File: src/rtl/c8bf_pkg.sv
`timescale 1ns / 1ps
`default_nettype none
// ----------------------------------------------------------------------------
// c8bf_pkg
// Shared types, constants and the CRC-8 byte update for the block framer.
// ----------------------------------------------------------------------------
package c8bf_pkg;

   localparam int BlockLen  = 8;
   localparam int CountW    = 6;
   localparam int DataW     = 8;
   localparam int KindW     = 2;
   localparam int CsrIdxW   = 2;
   localparam int FifoDepth = 2;
   localparam int FifoAw    = 1;

   localparam logic [DataW-1:0] StartByteRst = 8'h0F;
   localparam logic [DataW-1:0] CrcInitRst   = 8'hFF;
   localparam logic [DataW-1:0] CrcPolyRst   = 8'h07;

   typedef enum logic [KindW-1:0] {
      KIND_START   = 2'd0,
      KIND_PAYLOAD = 2'd1,
      KIND_CRC     = 2'd2
   } kind_type;

   typedef enum logic [CsrIdxW-1:0] {
      CSR_START_BYTE = 2'd0,
      CSR_CRC_INIT   = 2'd1,
      CSR_CRC_POLY   = 2'd2
   } csr_idx_type;

   typedef enum logic [1:0] {
      ST_BEGIN,
      ST_PAYLOAD,
      ST_CRC,
      ST_TAIL
   } back_state_type;

   typedef struct packed {
      logic             first;
      logic             close;
      logic [DataW-1:0] data;
      logic [DataW-1:0] crc;
   } job_type;

   function automatic logic [DataW-1:0] crc8_update(
      input logic [DataW-1:0] crc_reg,
      input logic [DataW-1:0] data,
      input logic [DataW-1:0] poly
   );
      logic [DataW-1:0] r;
      r = crc_reg ^ data;
      for (int i = 0; i < DataW; i++) begin
         if (r[DataW-1]) begin
            r = {r[DataW-2:0], 1'b0} ^ poly;
         end else begin
            r = {r[DataW-2:0], 1'b0};
         end
      end
      return r;
   endfunction

endpackage
`default_nettype wire

File: src/rtl/crc8_block_framer.sv
`timescale 1ns / 1ps
`default_nettype none
// ----------------------------------------------------------------------------
// crc8_block_framer
// Byte stream framer: start marker, payload pass-through, per-block CRC-8.
// ----------------------------------------------------------------------------
// A data word inside a block yields one output word; the word that closes a
// block of BLOCK_LEN words yields three (payload, CRC, start marker) and the
// very first word after reset one more for the leading start marker. The
// single output register issues one word per cycle while rsp_stall is low.
// A two-entry job queue lets input keep flowing while the output side is
// stalled, until the queue is full. The config port is always ready; writes
// to index 3 are dropped.
// ----------------------------------------------------------------------------
module crc8_block_framer (
   input  wire logic                          clock,
   input  wire logic                          reset,
   input  wire logic                          req_valid,
   output logic                               req_stall,
   input  wire logic [c8bf_pkg::DataW-1:0]    req_data_byte,
   output logic                               rsp_valid,
   input  wire logic                          rsp_stall,
   output logic [c8bf_pkg::DataW-1:0]         rsp_out_byte,
   output logic [c8bf_pkg::KindW-1:0]         rsp_byte_kind,
   output logic                               rsp_last,
   input  wire logic                          csr_valid,
   output logic                               csr_ready,
   input  wire logic [c8bf_pkg::CsrIdxW-1:0]  csr_index,
   input  wire logic [c8bf_pkg::DataW-1:0]    csr_data
);

   logic [c8bf_pkg::DataW-1:0] start_byte_ff, start_byte_in;
   logic [c8bf_pkg::DataW-1:0] crc_init_ff, crc_init_in;
   logic [c8bf_pkg::DataW-1:0] crc_poly_ff, crc_poly_in;
   logic                       fifo_full;
   logic                       push;
   c8bf_pkg::job_type          push_job;
   logic                       pop;
   logic                       head_valid;
   c8bf_pkg::job_type          head;

   assign csr_ready = 1'b1;

   always_comb begin
      start_byte_in = start_byte_ff;
      crc_init_in   = crc_init_ff;
      crc_poly_in   = crc_poly_ff;
      if (csr_valid) begin
         unique case (csr_index)
            c8bf_pkg::CSR_START_BYTE: start_byte_in = csr_data;
            c8bf_pkg::CSR_CRC_INIT:   crc_init_in   = csr_data;
            c8bf_pkg::CSR_CRC_POLY:   crc_poly_in   = csr_data;
            default: begin
            end
         endcase
      end
   end

   always_ff @(posedge clock) begin
      if (reset) begin
         start_byte_ff <= c8bf_pkg::StartByteRst;
         crc_init_ff   <= c8bf_pkg::CrcInitRst;
         crc_poly_ff   <= c8bf_pkg::CrcPolyRst;
      end else begin
         start_byte_ff <= start_byte_in;
         crc_init_ff   <= crc_init_in;
         crc_poly_ff   <= crc_poly_in;
      end
   end

   c8bf_front u_front (
      .clock         (clock),
      .reset         (reset),
      .req_valid     (req_valid),
      .req_stall     (req_stall),
      .req_data_byte (req_data_byte),
      .crc_init      (crc_init_ff),
      .crc_poly      (crc_poly_ff),
      .fifo_full     (fifo_full),
      .push          (push),
      .push_job      (push_job)
   );

   c8bf_fifo u_fifo (
      .clock      (clock),
      .reset      (reset),
      .push       (push),
      .push_job   (push_job),
      .pop        (pop),
      .full       (fifo_full),
      .head_valid (head_valid),
      .head       (head)
   );

   c8bf_back u_back (
      .clock         (clock),
      .reset         (reset),
      .head_valid    (head_valid),
      .head          (head),
      .pop           (pop),
      .start_byte    (start_byte_ff),
      .rsp_valid     (rsp_valid),
      .rsp_stall     (rsp_stall),
      .rsp_out_byte  (rsp_out_byte),
      .rsp_byte_kind (rsp_byte_kind),
      .rsp_last      (rsp_last)
   );

endmodule
`default_nettype wire

File: src/rtl/c8bf_front.sv
`timescale 1ns / 1ps
`default_nettype none
// ----------------------------------------------------------------------------
// c8bf_front
// Takes data words, runs the block CRC and count, and queues a job per word.
// ----------------------------------------------------------------------------
module c8bf_front (
   input  wire logic                        clock,
   input  wire logic                        reset,
   input  wire logic                        req_valid,
   output logic                             req_stall,
   input  wire logic [c8bf_pkg::DataW-1:0]  req_data_byte,
   input  wire logic [c8bf_pkg::DataW-1:0]  crc_init,
   input  wire logic [c8bf_pkg::DataW-1:0]  crc_poly,
   input  wire logic                        fifo_full,
   output logic                             push,
   output c8bf_pkg::job_type                push_job
);

   logic                          started_ff, started_in;
   logic [c8bf_pkg::CountW-1:0]   count_ff, count_in;
   logic [c8bf_pkg::DataW-1:0]    acc_ff, acc_in;
   logic [c8bf_pkg::DataW-1:0]    base;
   logic [c8bf_pkg::DataW-1:0]    crc_new;
   logic [c8bf_pkg::CountW-1:0]   count_inc;
   logic                          close;

   assign req_stall = fifo_full;
   assign push      = req_valid && !fifo_full;

   assign base      = (count_ff == '0) ? crc_init : acc_ff;
   assign crc_new   = c8bf_pkg::crc8_update(base, req_data_byte, crc_poly);
   assign count_inc = count_ff + c8bf_pkg::CountW'(1);
   assign close     = (count_inc >= c8bf_pkg::CountW'(c8bf_pkg::BlockLen)) ||
                      (count_inc == '0);

   always_comb begin
      push_job.first = !started_ff;
      push_job.close = close;
      push_job.data  = req_data_byte;
      push_job.crc   = crc_new;
      started_in     = started_ff;
      count_in       = count_ff;
      acc_in         = acc_ff;
      if (push) begin
         started_in = 1'b1;
         count_in   = close ? '0 : count_inc;
         acc_in     = crc_new;
      end
   end

   always_ff @(posedge clock) begin
      if (reset) begin
         started_ff <= 1'b0;
         count_ff   <= '0;
      end else begin
         started_ff <= started_in;
         count_ff   <= count_in;
      end
   end

   always_ff @(posedge clock) begin
      acc_ff <= acc_in;
   end

endmodule
`default_nettype wire

File: src/rtl/c8bf_fifo.sv
`timescale 1ns / 1ps
`default_nettype none
// ----------------------------------------------------------------------------
// c8bf_fifo
// Short job queue between the front and back halves.
// ----------------------------------------------------------------------------
module c8bf_fifo (
   input  wire logic               clock,
   input  wire logic               reset,
   input  wire logic               push,
   input  wire c8bf_pkg::job_type  push_job,
   input  wire logic               pop,
   output logic                    full,
   output logic                    head_valid,
   output c8bf_pkg::job_type       head
);

   c8bf_pkg::job_type              mem_ff [c8bf_pkg::FifoDepth];
   logic [c8bf_pkg::FifoAw-1:0]    wr_ptr_ff, wr_ptr_in;
   logic [c8bf_pkg::FifoAw-1:0]    rd_ptr_ff, rd_ptr_in;
   logic [c8bf_pkg::FifoAw:0]      cnt_ff, cnt_in;

   localparam logic [c8bf_pkg::FifoAw-1:0] PtrLast =
      c8bf_pkg::FifoAw'(c8bf_pkg::FifoDepth - 1);
   localparam logic [c8bf_pkg::FifoAw:0] CntFull =
      (c8bf_pkg::FifoAw + 1)'(c8bf_pkg::FifoDepth);
   localparam logic [c8bf_pkg::FifoAw:0] CntOne =
      (c8bf_pkg::FifoAw + 1)'(1);

   assign full       = (cnt_ff == CntFull);
   assign head_valid = (cnt_ff != '0);
   assign head       = mem_ff[rd_ptr_ff];

   always_comb begin
      wr_ptr_in = wr_ptr_ff;
      rd_ptr_in = rd_ptr_ff;
      cnt_in    = cnt_ff;
      if (push) begin
         wr_ptr_in = (wr_ptr_ff == PtrLast) ? '0 : wr_ptr_ff + 1'b1;
      end
      if (pop) begin
         rd_ptr_in = (rd_ptr_ff == PtrLast) ? '0 : rd_ptr_ff + 1'b1;
      end
      if (push && !pop) begin
         cnt_in = cnt_ff + CntOne;
      end else if (pop && !push) begin
         cnt_in = cnt_ff - CntOne;
      end
   end

   always_ff @(posedge clock) begin
      if (reset) begin
         wr_ptr_ff <= '0;
         rd_ptr_ff <= '0;
         cnt_ff    <= '0;
      end else begin
         wr_ptr_ff <= wr_ptr_in;
         rd_ptr_ff <= rd_ptr_in;
         cnt_ff    <= cnt_in;
      end
   end

   always_ff @(posedge clock) begin
      if (push) begin
         mem_ff[wr_ptr_ff] <= push_job;
      end
   end

   a_cnt_bound: assert property (@(posedge clock) disable iff (reset)
      cnt_ff <= CntFull)
      else $error("fifo count above depth");

   a_no_overflow: assert property (@(posedge clock) disable iff (reset)
      push |-> (!full || pop))
      else $error("push into full fifo");

endmodule
`default_nettype wire

File: src/rtl/c8bf_back.sv
`timescale 1ns / 1ps
`default_nettype none
// ----------------------------------------------------------------------------
// c8bf_back
// Expands each queued job into its payload word on the output, with start and CRC words where the job calls for them.
// ----------------------------------------------------------------------------
module c8bf_back (
   input  wire logic                        clock,
   input  wire logic                        reset,
   input  wire logic                        head_valid,
   input  wire c8bf_pkg::job_type           head,
   output logic                             pop,
   input  wire logic [c8bf_pkg::DataW-1:0]  start_byte,
   output logic                             rsp_valid,
   input  wire logic                        rsp_stall,
   output logic [c8bf_pkg::DataW-1:0]       rsp_out_byte,
   output logic [c8bf_pkg::KindW-1:0]       rsp_byte_kind,
   output logic                             rsp_last
);

   c8bf_pkg::back_state_type        state_ff, state_in;
   logic                            valid_ff, valid_in;
   logic [c8bf_pkg::DataW-1:0]      byte_ff;
   c8bf_pkg::kind_type              kind_ff;
   logic                            last_ff;
   logic [c8bf_pkg::DataW-1:0]      w_byte;
   c8bf_pkg::kind_type              w_kind;
   logic                            w_last;
   logic                            load;

   assign load = head_valid && (!valid_ff || !rsp_stall);

   always_comb begin
      state_in = state_ff;
      w_byte   = head.data;
      w_kind   = c8bf_pkg::KIND_PAYLOAD;
      w_last   = 1'b0;
      unique case (state_ff)
         c8bf_pkg::ST_BEGIN: begin
            if (head.first) begin
               w_byte   = start_byte;
               w_kind   = c8bf_pkg::KIND_START;
               state_in = c8bf_pkg::ST_PAYLOAD;
            end else begin
               w_last   = !head.close;
               state_in = head.close ? c8bf_pkg::ST_CRC : c8bf_pkg::ST_BEGIN;
            end
         end
         c8bf_pkg::ST_PAYLOAD: begin
            w_last   = !head.close;
            state_in = head.close ? c8bf_pkg::ST_CRC : c8bf_pkg::ST_BEGIN;
         end
         c8bf_pkg::ST_CRC: begin
            w_byte   = head.crc;
            w_kind   = c8bf_pkg::KIND_CRC;
            state_in = c8bf_pkg::ST_TAIL;
         end
         c8bf_pkg::ST_TAIL: begin
            w_byte   = start_byte;
            w_kind   = c8bf_pkg::KIND_START;
            w_last   = 1'b1;
            state_in = c8bf_pkg::ST_BEGIN;
         end
         default: begin
            state_in = c8bf_pkg::ST_BEGIN;
         end
      endcase
      if (!load) begin
         state_in = state_ff;
      end
      pop = load && w_last;
      if (load) begin
         valid_in = 1'b1;
      end else if (!rsp_stall) begin
         valid_in = 1'b0;
      end else begin
         valid_in = valid_ff;
      end
   end

   always_ff @(posedge clock) begin
      if (reset) begin
         state_ff <= c8bf_pkg::ST_BEGIN;
         valid_ff <= 1'b0;
      end else begin
         state_ff <= state_in;
         valid_ff <= valid_in;
      end
   end

   always_ff @(posedge clock) begin
      if (load) begin
         byte_ff <= w_byte;
         kind_ff <= w_kind;
         last_ff <= w_last;
      end
   end

   assign rsp_valid     = valid_ff;
   assign rsp_out_byte  = byte_ff;
   assign rsp_byte_kind = kind_ff;
   assign rsp_last      = last_ff;

   a_crc_needs_close: assert property (@(posedge clock) disable iff (reset)
      (state_ff == c8bf_pkg::ST_CRC || state_ff == c8bf_pkg::ST_TAIL)
         |-> (head_valid && head.close))
      else $error("crc phase without a closing job");

   a_pop_marks_last: assert property (@(posedge clock) disable iff (reset)
      pop |=> (valid_ff && last_ff))
      else $error("job retired without a last word");

endmodule
`default_nettype wire
File: config.mk
export PLATFORM = sky130hd
export DESIGN_NAME = crc8_block_framer
export DESIGN_NICKNAME = d
export VERILOG_FILES = /design/src/rtl/c8bf_pkg.sv /design/src/rtl/crc8_block_framer.sv /design/src/rtl/c8bf_front.sv /design/src/rtl/c8bf_fifo.sv /design/src/rtl/c8bf_back.sv
export SDC_FILE = /design/constraint.sdc
export NUM_CORES = 1
export LEC_CHECK = 0
export BUFFER_PORTS_ARGS = -buffer_cell sky130_fd_sc_hd__buf_2
export CORE_ASPECT_RATIO = 1.4
export CORE_UTILIZATION = 53
export DETAILED_ROUTE_END_ITERATION = 10
export GPL_TIMING_DRIVEN = 0
export PLACE_DENSITY = 0.77
export SKIP_CTS_REPAIR_TIMING = 1
export SKIP_LAST_GASP = 1
export SLEW_MARGIN = 20
export SYNTH_ARGS = -nofsm -noshare
export SYNTH_HDL_FRONTEND = slang
export SYNTH_SLANG_ARGS = --single-unit
File: constraint.sdc
create_clock -name clock -period 5 [get_ports clock]
set_input_delay 1 -clock clock [delete_from_list [all_inputs] [get_ports clock]]
set_output_delay 1 -clock clock [all_outputs]
set_load 0.01 [all_outputs]
==> results.ini <==
[logic_synthesis]
yosysTopAreaCell=edfxtp_1
yosys_register_bits=94
syn_inst=496
synth_fp_nets=523
syn_area_sq_um=5230
syn_area_per_cell_sq_um=10.5
yosysUniqueCellTypes=70
synth_common_cells=60 x nand2_1, 55 x edfxtp_1, 39 x dfxtp_1
synth-async-reset-ratio_pct=0
synth.area.top_cells=edfxtp_1 32%, dfxtp_1 15%, mux2i_1 6.5%
yosysWarningCount=0
ys.flop_type=edfxtp_1
synth.top_cell.area_share_pct=31.6
synth-edff-count=55
yosys.cell_count.top_type=nand2_1
synth.yosys.seq_area_share_pct=46.6

[setup_path]
end_kind=register
cp-start-kind=register
ff2ff_path_depth=19
worstPathRequired_ns=5.06
r2r_slack_ns=-0.02
r2r-end=u_fifo.mem_ff[1][6]
crit_arrival_ns=5.08
crit_type=reg2reg
r2r_start=u_front.count_ff[0]
cp_max_fo=7

[power_and_ir_drop]
ir_worst_vdd_mv=0.344
power_density_nw_per_um2=611
power.leakage_nw=2.44

[min_path]
min-delay-path-class=reg2reg
min_path_cells=2
min_to=crc_init_ff[0]
hp-start=crc_init_ff[0]

[floorplan]
io_pins=37
row_count=42
core_area_sq_um=9510
dieArea_sq_um=10300
die_x_um=85.9
start_util_pct=54.9
die_h_um=119

[sta]
worst_slew_pin_slew_ns=0.869
fmax_mhz=199
period_minus_slack_ns=5.02
slew_violations=0
holdWs_ns=0.474
setup_slack_ns=-0.0190
hold_viol=0
setup_viol=3
relSlewSlack_pct=42.1
fin_skew_ns=0.00842
timing.final.crit_share_pct=100

[finish]
fin_util_pct=66.5
layout-drive-gt1-share_pct=23.4
multi_input_area_sq_um=2820
n_fill_cell=719
nNetsFinal=591
area_growth_pct=21.1
n_antenna_cell=0
seq_area_sq_um=2440

[placement]
port_buffers=34
dp_hpwl_um=8810
place_congestion=0.935
dp_slack_ns=-0.474

[clock_tree]
htree_levels=3
cts_root_buf=clkbuf_16
insertion_delay_ns=0.34
clk_pin_slew_ns=0.07
numCtsBuffers=9
cts_tree=done
clock_path_buffers=2
cts_sinks=94

[global_route]
grt_pass1_wl_um=19300
grt_max_degree=19
grt_overflow=0
grt_pass1_vias=3784
grtUsageMet3_pct=3.95
grt_busiest_layer=met2
antenna_found_initial=0
grtUsageMet1_pct=29.7
track_usage_pct=24.6
grtUsageMet2_pct=43.4

[route]
routedWlPerCell_um=18.1
vias_per_cell=5.84
drt_pass1_iterations=5
drc=0
totalWireLength_um=12700
ant_nets=0
num_vias=4096
drtIter0Drc=302

[outcome]
run_status=finished with violations
violations=setup timing

[job]
maxCapViolations=0

## registers in the layout, indices dropped and copies added (netlist names), named ones only
name and count:
crc_init_ff 8, crc_poly_ff 8, start_byte_ff 8, u_back.rsp_byte_kind 2
u_back.rsp_last 1, u_back.rsp_out_byte 8, u_back.rsp_valid 1, u_back.state_ff 2
u_fifo.cnt_ff 2, u_fifo.mem_ff 36, u_fifo.rd_ptr_ff 1, u_fifo.wr_ptr_ff 1
u_front.acc_ff 8, u_front.count_ff 6, u_front.started_ff 1
## cell usage in the layout, fill, tap and decap left out, drive strengths merged, types with 6 or more instances in the layout
master,synthesis,routed
mux2i,35,35
nor3,12,12
o211ai,7,7
nand2b,7,7
o221ai,8,8
a21oi,16,16
buf,9,66
edfxtp,55,55
nand2,61,61
xnor3,6,6
a211o,10,10
inv,17,21
clkbuf,21,31
nand3,19,19
nor2,32,32
nor2b,8,8
xnor2,33,33
o21ai,17,17
xor2,10,10
nand3b,11,11
o22ai,8,8
dfxtp,39,39
## report_power, final
part           switching (mW)  internal, mW  leakage (nW)
Combinational            1.06         0.883          1.45
Clock                   0.298         0.373         0.149
Sequential             0.0736          1.18         0.840
## worst max path at each step
stage                                    from  cells past startpoint             endpoint
final                     u_front.count_ff[0]                     19  u_fifo.mem_ff[1][6]
after global routing      u_front.count_ff[1]                     19  u_fifo.mem_ff[1][6]
after CTS                 u_front.count_ff[0]                     17  u_fifo.mem_ff[1][6]
after detailed placement     req_data_byte[6]                     14  u_fifo.mem_ff[1][6]
after global placement       req_data_byte[6]                     14  u_fifo.mem_ff[1][4]
after floorplan              req_data_byte[6]                     14  u_fifo.mem_ff[0][4]
## worst max-delay path, stage by stage, from the launching register on
cell      delay [ns]
dfxtp_4         0.36
inv_1           0.06
ha_2            0.17
or4b_4          0.47
buf_8           0.16
nor4_4          0.26
a311oi_4        0.10
buf_6           0.17
mux2i_2         0.16
o211a_4         0.28
or4_1           0.58
a21oi_2         0.18
nor3_1          0.08
xor2_1          0.21
or3_1           0.39
buf_6           0.15
and4_1          0.18
buf_6           0.13
o21ai_2         0.11
xnor3_2         0.52
## kinds of logic after synthesis
| logic type | after synthesis | synth area share (%) |
|---|---|---|
| xor+xnor | 50 | 10.7 |
| compound gates | 89 | 13.3 |
| simple gates | 175 | 17.7 |
| flops | 94 | 46.6 |
| mux | 35 | 6.78 |
| buf+inv | 48 | 3.95 |
| fa+ha+maj | 4 | 0.958 |
| other cells | 1 | 0.0718 |
## cell type report
| class | instances | area share, % |
|---|---|---|
| clock buffers | 10 | 3.96 |
| inverters | 18 | 1.07 |
| multi-input cells | 354 | 44.6 |
| repair buffers | 57 | 6.03 |
| well taps | 132 | 2.61 |
| flip-flops and latches | 94 | 38.6 |
| clock inverters | 6 | 0.752 |
| plain buffers | 30 | 2.41 |
## stage by stage
stage | TNS, ns | std cells | area, sq um | total power, mW
2_1_floorplan | 0 | 496 | 5230 | 2.49
3_3_place_gp | -4.77 | 662 | 5560 | 2.82
3_5_place_dp | -7.52 | 663 | 5580 | 2.89
4_1_cts | -2.13 | 679 | 5880 | 3.57
5_1_grt | -0.721 | 701 | 6330 | 4.06
6_report | -0.0438 | 701 | 6330 | 3.86
## per-layer routing
layer / part of all wire, % / wire (um)
met5: 0 / 0
met4: 3.8 / 483
met3: 4.4 / 556
met2: 52 / 6640
met1: 39 / 4980
(Power assumes the default switching activity.)
